===== config.mk =====
export PLATFORM = sky130hd
export DESIGN_NAME = url_prefix_recognizer
export DESIGN_NICKNAME = d
export VERILOG_FILES = /design/src/hw/rtl/upr_pkg.sv /design/src/hw/rtl/url_prefix_recognizer.sv
export SDC_FILE = /design/constraint.sdc
export NUM_CORES = 1
export LEC_CHECK = 0
export BUFFER_PORTS_ARGS = -buffer_cell sky130_fd_sc_hd__buf_4
export CORE_MARGIN = 2
export CORE_UTILIZATION = 40
export CTS_CLUSTER_DIAMETER = 30
export DETAILED_ROUTE_END_ITERATION = 10
export PLACE_DENSITY = 0.61
export SLEW_MARGIN = 20
export SYNTH_ARGS = -nofsm -noshare
export SYNTH_HDL_FRONTEND = slang
export SYNTH_SLANG_ARGS = --single-unit

===== constraint.sdc =====
create_clock -name clk -period 6.6 [get_ports clk]
set_input_delay 0.99 -clock clk [delete_from_list [all_inputs] [get_ports clk]]
set_output_delay 0.99 -clock clk [all_outputs]
set_load 0.005 [all_outputs]

===== src/hw/rtl/upr_pkg.sv =====
package upr_pkg;

  // Width of the request offset field on the result channel.
  localparam int OFF_W = 12;
  // Largest offset the result field can carry.
  localparam int OFF_MAX = (1 << OFF_W) - 1;

  // Character codes used by the recognizer.
  localparam logic [7:0] CH_NUL      = 8'h00;
  localparam logic [7:0] CH_COLON    = 8'h3A;
  localparam logic [7:0] CH_SLASH    = 8'h2F;
  localparam logic [7:0] CH_BSLASH   = 8'h5C;
  localparam logic [7:0] CH_AT       = 8'h40;
  localparam logic [7:0] CH_DOT      = 8'h2E;
  localparam logic [7:0] CH_USCORE   = 8'h5F;
  localparam logic [7:0] CH_DASH     = 8'h2D;
  localparam logic [7:0] CH_DIGIT_LO = 8'h30;
  localparam logic [7:0] CH_DIGIT_HI = 8'h39;
  localparam logic [7:0] CH_UPPER_LO = 8'h41;
  localparam logic [7:0] CH_UPPER_HI = 8'h5A;
  localparam logic [7:0] CH_LOWER_LO = 8'h61;
  localparam logic [7:0] CH_LOWER_HI = 8'h7A;

  // Scan phase of the recognizer.
  typedef enum logic [2:0] {
    PH_SCHEME,
    PH_SLASH1,
    PH_SLASH2,
    PH_HOST,
    PH_DONE
  } phase_t;

  // ASCII letters and digits only; bytes above 127 are neither.
  function automatic logic is_alnum(input logic [7:0] c);
    return (c >= CH_DIGIT_LO && c <= CH_DIGIT_HI) ||
           (c >= CH_UPPER_LO && c <= CH_UPPER_HI) ||
           (c >= CH_LOWER_LO && c <= CH_LOWER_HI);
  endfunction

  function automatic logic is_scheme_char(input logic [7:0] c);
    return (c == CH_DOT) || (c == CH_USCORE) || (c == CH_DASH) || is_alnum(c);
  endfunction

  function automatic logic is_host_char(input logic [7:0] c);
    return is_scheme_char(c) || (c == CH_COLON) || (c == CH_AT);
  endfunction

  function automatic logic is_slash(input logic [7:0] c);
    return (c == CH_SLASH) || (c == CH_BSLASH);
  endfunction

endpackage


===== src/hw/rtl/url_prefix_recognizer.sv =====
// Channel   Handshake            Payload                  Direction
// input     in_valid/in_ready    ch[7:0]                  into block
// result    out_valid/out_ready  is_valid, request_offset out of block
//
// One character word is taken per cycle while the input is ready; a verdict,
// when the word decides one, is in the output register on the next cycle.
// The input is ready whenever the output register is empty or being read,
// so the block only stalls while a verdict waits at the output.
// Synchronous active-high reset returns the scanner to the scheme phase
// with position zero and empties the output register.
module url_prefix_recognizer #(
  parameter int MAX_LEN = 4096
) (
  input  logic                      clk,
  input  logic                      rst,
  input  logic                      in_valid,
  output logic                      in_ready,
  input  logic [7:0]                ch,
  output logic                      out_valid,
  input  logic                      out_ready,
  output logic                      is_valid,
  output logic [upr_pkg::OFF_W-1:0] request_offset
);
  import upr_pkg::*;

  localparam int POS_MAX = (MAX_LEN - 1 < OFF_MAX) ? (MAX_LEN - 1) : OFF_MAX;
  localparam int PW = $clog2(POS_MAX + 1);
  localparam logic [PW-1:0] POS_LAST = PW'(POS_MAX);

  phase_t        phase, phase_next;
  logic [1:0]    scheme_len, scheme_len_next;
  logic [PW-1:0] position, position_next;

  logic accept;
  logic do_verdict;
  logic verdict_ok;
  logic do_advance;

  assign in_ready = !out_valid || out_ready;
  assign accept   = in_valid && in_ready;

  // Next scan state and verdict for the character at the input.
  always_comb begin
    phase_next      = phase;
    scheme_len_next = scheme_len;
    position_next   = position;
    do_verdict      = 1'b0;
    verdict_ok      = 1'b0;
    do_advance      = 1'b0;

    case (phase)
      PH_SCHEME: begin
        if (ch != CH_NUL && is_scheme_char(ch)) begin
          if (scheme_len < 2'd2) begin
            scheme_len_next = scheme_len + 2'd1;
          end
          do_advance = 1'b1;
        end else if (scheme_len == 2'd2 && ch == CH_COLON) begin
          phase_next = PH_SLASH1;
          do_advance = 1'b1;
        end else begin
          do_verdict = 1'b1;
        end
      end
      PH_SLASH1: begin
        if (is_slash(ch)) begin
          phase_next = PH_SLASH2;
          do_advance = 1'b1;
        end else begin
          do_verdict = 1'b1;
        end
      end
      PH_SLASH2, PH_HOST: begin
        if (phase == PH_SLASH2 && is_slash(ch)) begin
          phase_next = PH_HOST;
          do_advance = 1'b1;
        end else if (ch != CH_NUL && is_host_char(ch)) begin
          phase_next = PH_HOST;
          do_advance = 1'b1;
        end else begin
          do_verdict = 1'b1;
          verdict_ok = (ch == CH_NUL) || is_slash(ch);
        end
      end
      default: begin
        // Done: drop characters until the terminating NUL.
        if (ch == CH_NUL) begin
          phase_next      = PH_SCHEME;
          scheme_len_next = 2'd0;
          position_next   = '0;
        end
      end
    endcase

    if (do_advance && position < POS_LAST) begin
      position_next = position + PW'(1);
    end

    // A verdict on NUL restarts the scan; any other one waits for NUL.
    if (do_verdict) begin
      if (ch == CH_NUL) begin
        phase_next      = PH_SCHEME;
        scheme_len_next = 2'd0;
        position_next   = '0;
      end else begin
        phase_next = PH_DONE;
      end
    end
  end

  // Scan state registers.
  always_ff @(posedge clk) begin
    if (rst) begin
      phase      <= PH_SCHEME;
      scheme_len <= 2'd0;
      position   <= '0;
    end else if (accept) begin
      phase      <= phase_next;
      scheme_len <= scheme_len_next;
      position   <= position_next;
    end
  end

  // Output register; it is always free or being emptied when a word is taken.
  always_ff @(posedge clk) begin
    if (rst) begin
      out_valid <= 1'b0;
    end else if (accept) begin
      out_valid <= do_verdict;
    end else if (out_ready) begin
      out_valid <= 1'b0;
    end
  end

  always_ff @(posedge clk) begin
    if (accept && do_verdict) begin
      is_valid       <= verdict_ok;
      request_offset <= verdict_ok ? OFF_W'(position) : '0;
    end
  end

  // A rejected string never reports an offset.
  a_reject_zero_offset: assert property (@(posedge clk) disable iff (rst)
    out_valid && !is_valid |-> request_offset == '0)
    else $error("rejected verdict carries a nonzero offset");

  // A new verdict only appears after a word was taken.
  a_result_needs_accept: assert property (@(posedge clk) disable iff (rst)
    $rose(out_valid) |-> $past(in_valid && in_ready))
    else $error("verdict appeared without an accepted word");

  // A taken NUL always restarts the scan.
  a_nul_restarts: assert property (@(posedge clk) disable iff (rst)
    accept && ch == CH_NUL |=> phase == PH_SCHEME && position == '0 &&
                               scheme_len == 2'd0)
    else $error("NUL did not restart the scan");

  // The offset never exceeds the saturation limit.
  a_offset_bound: assert property (@(posedge clk) disable iff (rst)
    out_valid |-> request_offset <= OFF_W'(POS_MAX))
    else $error("offset beyond saturation limit");

endmodule


Word-level counts from Yosys, hierarchy flattened
Cells that the tools add are included.
{"block": "word_totals", "inputBits": 12, "wordCells": 98, "out_inout_bits": 15, "reg_bits": 31}
{"block": "classes", "n_mux": 37, "add_sub_neg": 2, "n_lt_le_gt_ge": 8, "reduce_logical": 30, "n_eq_ne": 15}
{"cell": "$mux W12", "count": 5}
{"cell": "$eq A8 B6 Y1 const B", "count": 4}
{"cell": "$eq A8 B7 Y1 const B", "count": 3}
{"cell": "$mux W3", "count": 8}
{"cell": "$ge A8 B7 Y1 const B", "count": 2}
{"cell": "$le A8 B7 Y1 const B", "count": 2}
{"cell": "$mux W1", "count": 15}
{"cell": "$add A12 B1 Y12 const B", "count": 1}
{"cell": "$lt A12 B12 Y1 const B", "count": 1}
{"cell": "$logic_and A1 B1 Y1", "count": 10}
{"cell": "$logic_or A1 B1 Y1", "count": 10}
{"cell": "$mux W2", "count": 5}
{"cell": "$ne A3 B3 Y1 const B", "count": 3}
{"cell": "$pmux W3 S3", "count": 1}
{"cell": "$ge A8 B6 Y1 const B", "count": 1}
{"cell": "$le A8 B6 Y1 const B", "count": 1}
{"cell": "$logic_not A8 Y1", "count": 1}
{"cell": "$reduce_bool A8 Y1", "count": 1}
{"cell": "$eq A3 B2 Y1 const B", "count": 2}
{"cell": "$pmux W1 S3", "count": 2}
{"cell": "$reduce_and A6 Y1", "count": 1}
{"cell": "$reduce_bool A5 Y1", "count": 1}
{"cell": "$ne A4 B4 Y1 const B", "count": 1}
{"cell": "$pmux W2 S2", "count": 1}
{"cell": "10 further kinds", "count": 10}

Logic depth before layout (Yosys ltp)
{"block": "depth", "word_depth": 15, "mapped_depth": 9, "mapped_depth_nobuf": 9}

Least setup slack after synthesis
Ideal clock, no wire load.
{"block": "synth_path", "path_kind": "input to register", "start": "input ch[0]", "end": "register is_valid, enable pin", "path_buffers": 0, "slack_ns": 3.533, "cell_stages": 6, "setup_ns": 0.369, "arrival_ns": 2.698, "path_cell_list": "nor2_2 -> or4b_4 -> nor3b_1 -> or2_2 -> o22ai_1 -> and2_1"}
{"block": "synth_between", "elab_chain_len": 12, "word_cells_on_any_way": 36, "cone_classes": "order compare (6); eq/ne (7); mux (6); reduce/logical (17)"}
{"item": "start: declaration", "line_no": "url_prefix_recognizer.sv:18", "rtl": "input logic [7:0] ch,"}
{"item": "$ge A8 B6 Y1 (tied with other cells)", "line_no": "upr_pkg.sv:35", "rtl": "return (c >= CH_DIGIT_LO && c <= CH_DIGIT_HI) ||"}
{"item": "$logic_and A1 B1 Y1 (on tied branches)", "line_no": "upr_pkg.sv:35, upr_pkg.sv:36"}
{"item": "$logic_or A1 B1 Y1", "line_no": "upr_pkg.sv:35"}
{"item": "$logic_or A1 B1 Y1", "line_no": "upr_pkg.sv:36", "rtl": "(c >= CH_UPPER_LO && c <= CH_UPPER_HI) ||"}
{"item": "$logic_or A1 B1 Y1", "line_no": "upr_pkg.sv:41", "rtl": "return (c == CH_DOT) || (c == CH_USCORE) || (c == CH_DASH) || is_alnum(c);"}
{"item": "$logic_or A1 B1 Y1 (2 in series)", "line_no": "upr_pkg.sv:45", "rtl": "return is_scheme_char(c) || (c == CH_COLON) || (c == CH_AT);"}
{"item": "$logic_and A1 B1 Y1", "line_no": "url_prefix_recognizer.sv:77", "rtl": "end else if (ch != CH_NUL && is_host_char(ch)) begin"}
{"item": "$mux W1", "line_no": "url_prefix_recognizer.sv:77"}
{"item": "$mux W1", "line_no": "url_prefix_recognizer.sv:74", "rtl": "if (phase == PH_SLASH2 && is_slash(ch)) begin"}
{"item": "$pmux W1 S3 (*)", "line_no": "url_prefix_recognizer.sv:51", "rtl": "case (phase)"}
{"item": "$logic_and A1 B1 Y1 (*)", "line_no": "url_prefix_recognizer.sv:136", "rtl": "if (accept && do_verdict) begin"}
{"item": "end signal: assignment", "line_no": "url_prefix_recognizer.sv:137", "rtl": "is_valid <= verdict_ok;"}
{"item": "end: declaration", "line_no": "url_prefix_recognizer.sv:21", "rtl": "output logic is_valid,"}
Mark *: on every way between the ends. The rest lies on a longest branch, timed or not.
A chain may end at the register's enable or synchronous reset.

Worst setup path after layout
{"block": "layout_path", "start": "input ch[0]", "end": "register request_offset[9] (netlist bit), enable pin"}
{"block": "layout_between", "elab_chain_len": 12, "word_cells_on_any_way": 36, "cone_classes": "order compare (6); eq/ne (7); mux (6); reduce/logical (17)"}
{"item": "$ge A8 B6 Y1 (tied with other cells)", "line_no": "upr_pkg.sv:35"}
{"item": "$logic_and A1 B1 Y1 (on tied branches)", "line_no": "upr_pkg.sv:35, upr_pkg.sv:36"}
{"item": "$logic_or A1 B1 Y1", "line_no": "upr_pkg.sv:35"}
{"item": "$logic_or A1 B1 Y1", "line_no": "upr_pkg.sv:36"}
{"item": "$logic_or A1 B1 Y1", "line_no": "upr_pkg.sv:41"}
{"item": "$logic_or A1 B1 Y1 (2 in series)", "line_no": "upr_pkg.sv:45"}
{"item": "$logic_and A1 B1 Y1", "line_no": "url_prefix_recognizer.sv:77"}
{"item": "$mux W1", "line_no": "url_prefix_recognizer.sv:77"}
{"item": "$mux W1", "line_no": "url_prefix_recognizer.sv:74"}
{"item": "$pmux W1 S3 (*)", "line_no": "url_prefix_recognizer.sv:51"}
{"item": "$logic_and A1 B1 Y1 (*)", "line_no": "url_prefix_recognizer.sv:136"}
{"item": "end signal: assignment", "line_no": "url_prefix_recognizer.sv:138", "rtl": "request_offset <= verdict_ok ? OFF_W'(position) : '0;"}
{"item": "end: declaration", "line_no": "url_prefix_recognizer.sv:22", "rtl": "output logic [upr_pkg::OFF_W-1:0] request_offset"}
Marked as above.

==> results.sh <==
export IMPL_outcome="finished clean"
export IMPL_drive_gt1_share_pct=18.38
export IMPL_cts_sinks=31
export IMPL_fin_tns_setup_ps=0
export IMPL_clockPowerShare_pct=39.8
export IMPL_grt_pass1_vias=1475
export IMPL_crit_path_start_kind="primary input"
export IMPL_place_congestion=0.8469
export IMPL_synth_avg_cell_area_um2=8.887
export IMPL_antenna_left=0
export IMPL_hold_violations=0
export IMPL_cts_tree="done"
export IMPL_rows=24
export IMPL_gr_total_overflow=0
export IMPL_drc=0
export IMPL_ys_flop_type="dfxtp_1"
export IMPL_finalWorstSetupSlack_ps=3466
export IMPL_io_pins=27
export IMPL_r2r_end="position[7]"
export IMPL_crit_path_top_delay_cell="and2_1"
export IMPL_dp_hpwl_um=3070
export IMPL_vdd_ir_drop_max_v=0.00008473
export IMPL_cts_resized=0
export IMPL_fmax_mhz=319.0
export IMPL_combPwrFrac_pct=13.2
export IMPL_netlist_area_um2=1822
export IMPL_r2r_cells=8
export IMPL_num_fill_cells=418
export IMPL_powerDensity_nw_per_um2=213.0
export IMPL_period_needed_ps=3134
export IMPL_firstDrtPassIters=5
export IMPL_maxSlewViolCount=0
export IMPL_relSlewSlack_pct=50.10
export IMPL_portBuffers=26
export IMPL_clkTransAtPathRegs_ps=70
export IMPL_antenna_found_initial=0
export IMPL_switchingPower_w=0.0001127
export IMPL_arrival_ps=3050
export IMPL_core_um2=4384
export IMPL_required_ps=6510
export IMPL_rsz0062_at_grt="false"
export IMPL_dpl_worst_slack_ps=3165
export IMPL_syn2layout_area_growth_pct=18.27
export IMPL_grt_util_met2_pct=24.38
export IMPL_skew_ps=5.502
export IMPL_grt_pass1_wl_um=7113
export IMPL_worstMarginPinSlew_ps=741.7
export IMPL_cts_buffers=5
export IMPL_use_met1_pct=26.69
export IMPL_period_share_pct=47.49
export IMPL_async_flop_share_pct=0
export IMPL_worst_hold_path_endpoint="scheme_len[0]"
export IMPL_die_w_um=71.49
export IMPL_utilization_pct=49.14
export IMPL_syn_instance_count=205
export IMPL_grt_busiest_layer="met1"
export IMPL_path_cells="buf_4 > nor2_2 > or4b_4 > nor3b_1 > or2_2 > o22ai_1 > and2_1"
export IMPL_die_area_um2=5110
export IMPL_slowest_delay_ps=580
export IMPL_drt_iter0_drc=128
export IMPL_postCtsSetupBuffers=0
export IMPL_diodes=0
export IMPL_worstPathMaxFanout=15
export IMPL_final_cell_mix="nand2_1, buf_4, dfxtp_1, and2_1, edfxtp_1"
export IMPL_internal_power_w=0.0003461
export IMPL_power_w=0.0004588
export IMPL_layout_commonest_cell="nand2_1"
export IMPL_holdBufCountCts=0
export IMPL_p_leak_nw=0.8141
export IMPL_clock_root_buffer="clkbuf_8"
export IMPL_fin_nets=248
export IMPL_grtUsageMet3_pct=3.516
export IMPL_synth_warnings=0
export IMPL_pwr_share_seq_pct=47.0
export IMPL_ctsHtreeMaxLevel=2
export IMPL_r2r_start="position[4]"
export IMPL_critPathKind="primary input to flip-flop"
export IMPL_drv_cap=0
export IMPL_placedCellCount=278
export IMPL_synth_distinct_cells=58
export IMPL_wire_per_inst_um=14.50
export IMPL_r2r_setup_slack_ps=4250
export IMPL_ys_seq_area_share_pct=41.21
export IMPL_clk_latency_ps=280
export IMPL_initial_utilization_pct=41.55
export IMPL_hp_start="scheme_len[0]"
export IMPL_fin_cells=286
export IMPL_die_y_um=71.49
export IMPL_ys_ff_latch=31
export IMPL_min_path_type="flip-flop to flip-flop"
export IMPL_wirelength_um=4146
export IMPL_critPathCaptureType="flip-flop"
export IMPL_swShare_pct=24.57
export IMPL_via_count=1627
export IMPL_clockBufferDepth=2
export IMPL_setup_violations=0
export IMPL_synth_nets=220
export IMPL_via_per_inst=5.689
export IMPL_holdPathStages=2
export IMPL_grt_max_degree=16
export IMPL_synth_edff_count=13
export IMPL_grt_use_total_pct=17.65
## state kept, by name, summed over array words and instances, names as in the netlist
name            cells
position           12
request_offset     12
phase               3
scheme_len          2
is_valid            1
out_valid           1
## layout make-up
type / instances / area, µm² / area share, %
Tap cell: 52 / 65.06 / 3.020
Sequential cell: 31 / 750.7 / 34.84
Multi-Input combinational cell: 162 / 1010 / 46.86
Clock inverter: 3 / 38.79 / 1.800
Clock buffer: 5 / 68.82 / 3.194
Inverter: 7 / 26.28 / 1.220
Timing Repair Buffer: 26 / 195.2 / 9.059
## worst max-delay path by stage
stage / cells past startpoint / startpoint / slack [ps] / to
2_1_floorplan: 6 / ch[0] / 3530 / is_valid
3_3_place_gp: 7 / ch[0] / 3220 / is_valid
3_5_place_dp: 7 / ch[0] / 3170 / request_offset[1]
4_1_cts: 7 / ch[0] / 3460 / request_offset[9]
5_1_grt: 9 / ch[0] / 3330 / out_valid
6_report: 7 / ch[0] / 3470 / request_offset[9]
## critical path: cells and delay by family
family | cells | cell delay [ps]
simple gates | 5 | 1690
compound gates | 1 | 230
buf+inv | 1 | 130
## cell families (layout without fill, tap and decap cells)
logic type                 count (synthesis)  after routing  synth area share (%)
DFF                                       31             31                 41.21
xor gates and xnor gates                   2              2                0.9617
adders and majority gates                  3              3                 2.061
AOI/OAI and AO/OA                         49             49                 19.78
buffers and inverters                     12             41                 3.365
and+or+nand+nor                          108            108                 32.62
## synthesized netlist by cell type, types with 2 or more instances
| library cell | number | area share, % |
|---|---|---|
| ha_1 | 3 | 2.1 |
| dfxtp_1 | 18 | 20 |
| a211o_1 | 2 | 0.96 |
| nor4_1 | 3 | 1.0 |
| buf_4 | 2 | 0.82 |
| a31oi_1 | 4 | 1.4 |
| and3_1 | 4 | 1.4 |
| nor2_1 | 12 | 2.5 |
| nand2_1 | 27 | 5.6 |
| nand3b_1 | 2 | 0.82 |
| o22ai_1 | 2 | 0.69 |
| nand4_1 | 4 | 1.4 |
| a21oi_1 | 10 | 2.7 |
| o21ai_0 | 7 | 1.9 |
| nand2b_1 | 5 | 1.7 |
| inv_1 | 7 | 1.4 |
| or4_1 | 2 | 0.82 |
| o31a_1 | 2 | 0.96 |
| o311ai_0 | 3 | 1.4 |
| and2_1 | 16 | 5.5 |
| xnor2_1 | 2 | 0.96 |
| nand3_1 | 12 | 3.3 |
| and2b_1 | 2 | 0.82 |
| edfxtp_1 | 13 | 21 |
| a21o_1 | 2 | 0.82 |
| nor3_1 | 7 | 1.9 |
## power groups by stage
stage / Sequential (W) / Combinational (W) / Clock (W)
floorplan: 0.000218 / 0.0000367 / 0
detailed placement: 0.000220 / 0.0000605 / 0
CTS: 0.000216 / 0.0000607 / 0.000184
finish: 0.000215 / 0.0000606 / 0.000183
global placement: 0.000220 / 0.0000605 / 0
global route: 0.000217 / 0.0000672 / 0.000194
## metrics by stage
stage / cell area, µm² / hold slack [ps]
3_3_place_gp: 2047 / 464.6
6_report: 2155 / 479.6
5_1_grt: 2155 / 519.3
3_5_place_dp: 2047 / 469.6
4_1_cts: 2155 / 480.4
2_1_floorplan: 1822 / 445.2
## layer usage
layer / share of wire, % / wire, µm
met1: 52 / 2148
met2: 42 / 1733
met3: 4.8 / 200
met4: 1.5 / 63
met5: 0 / 0
No activity file was read; power rests on OpenSTA's default activity.
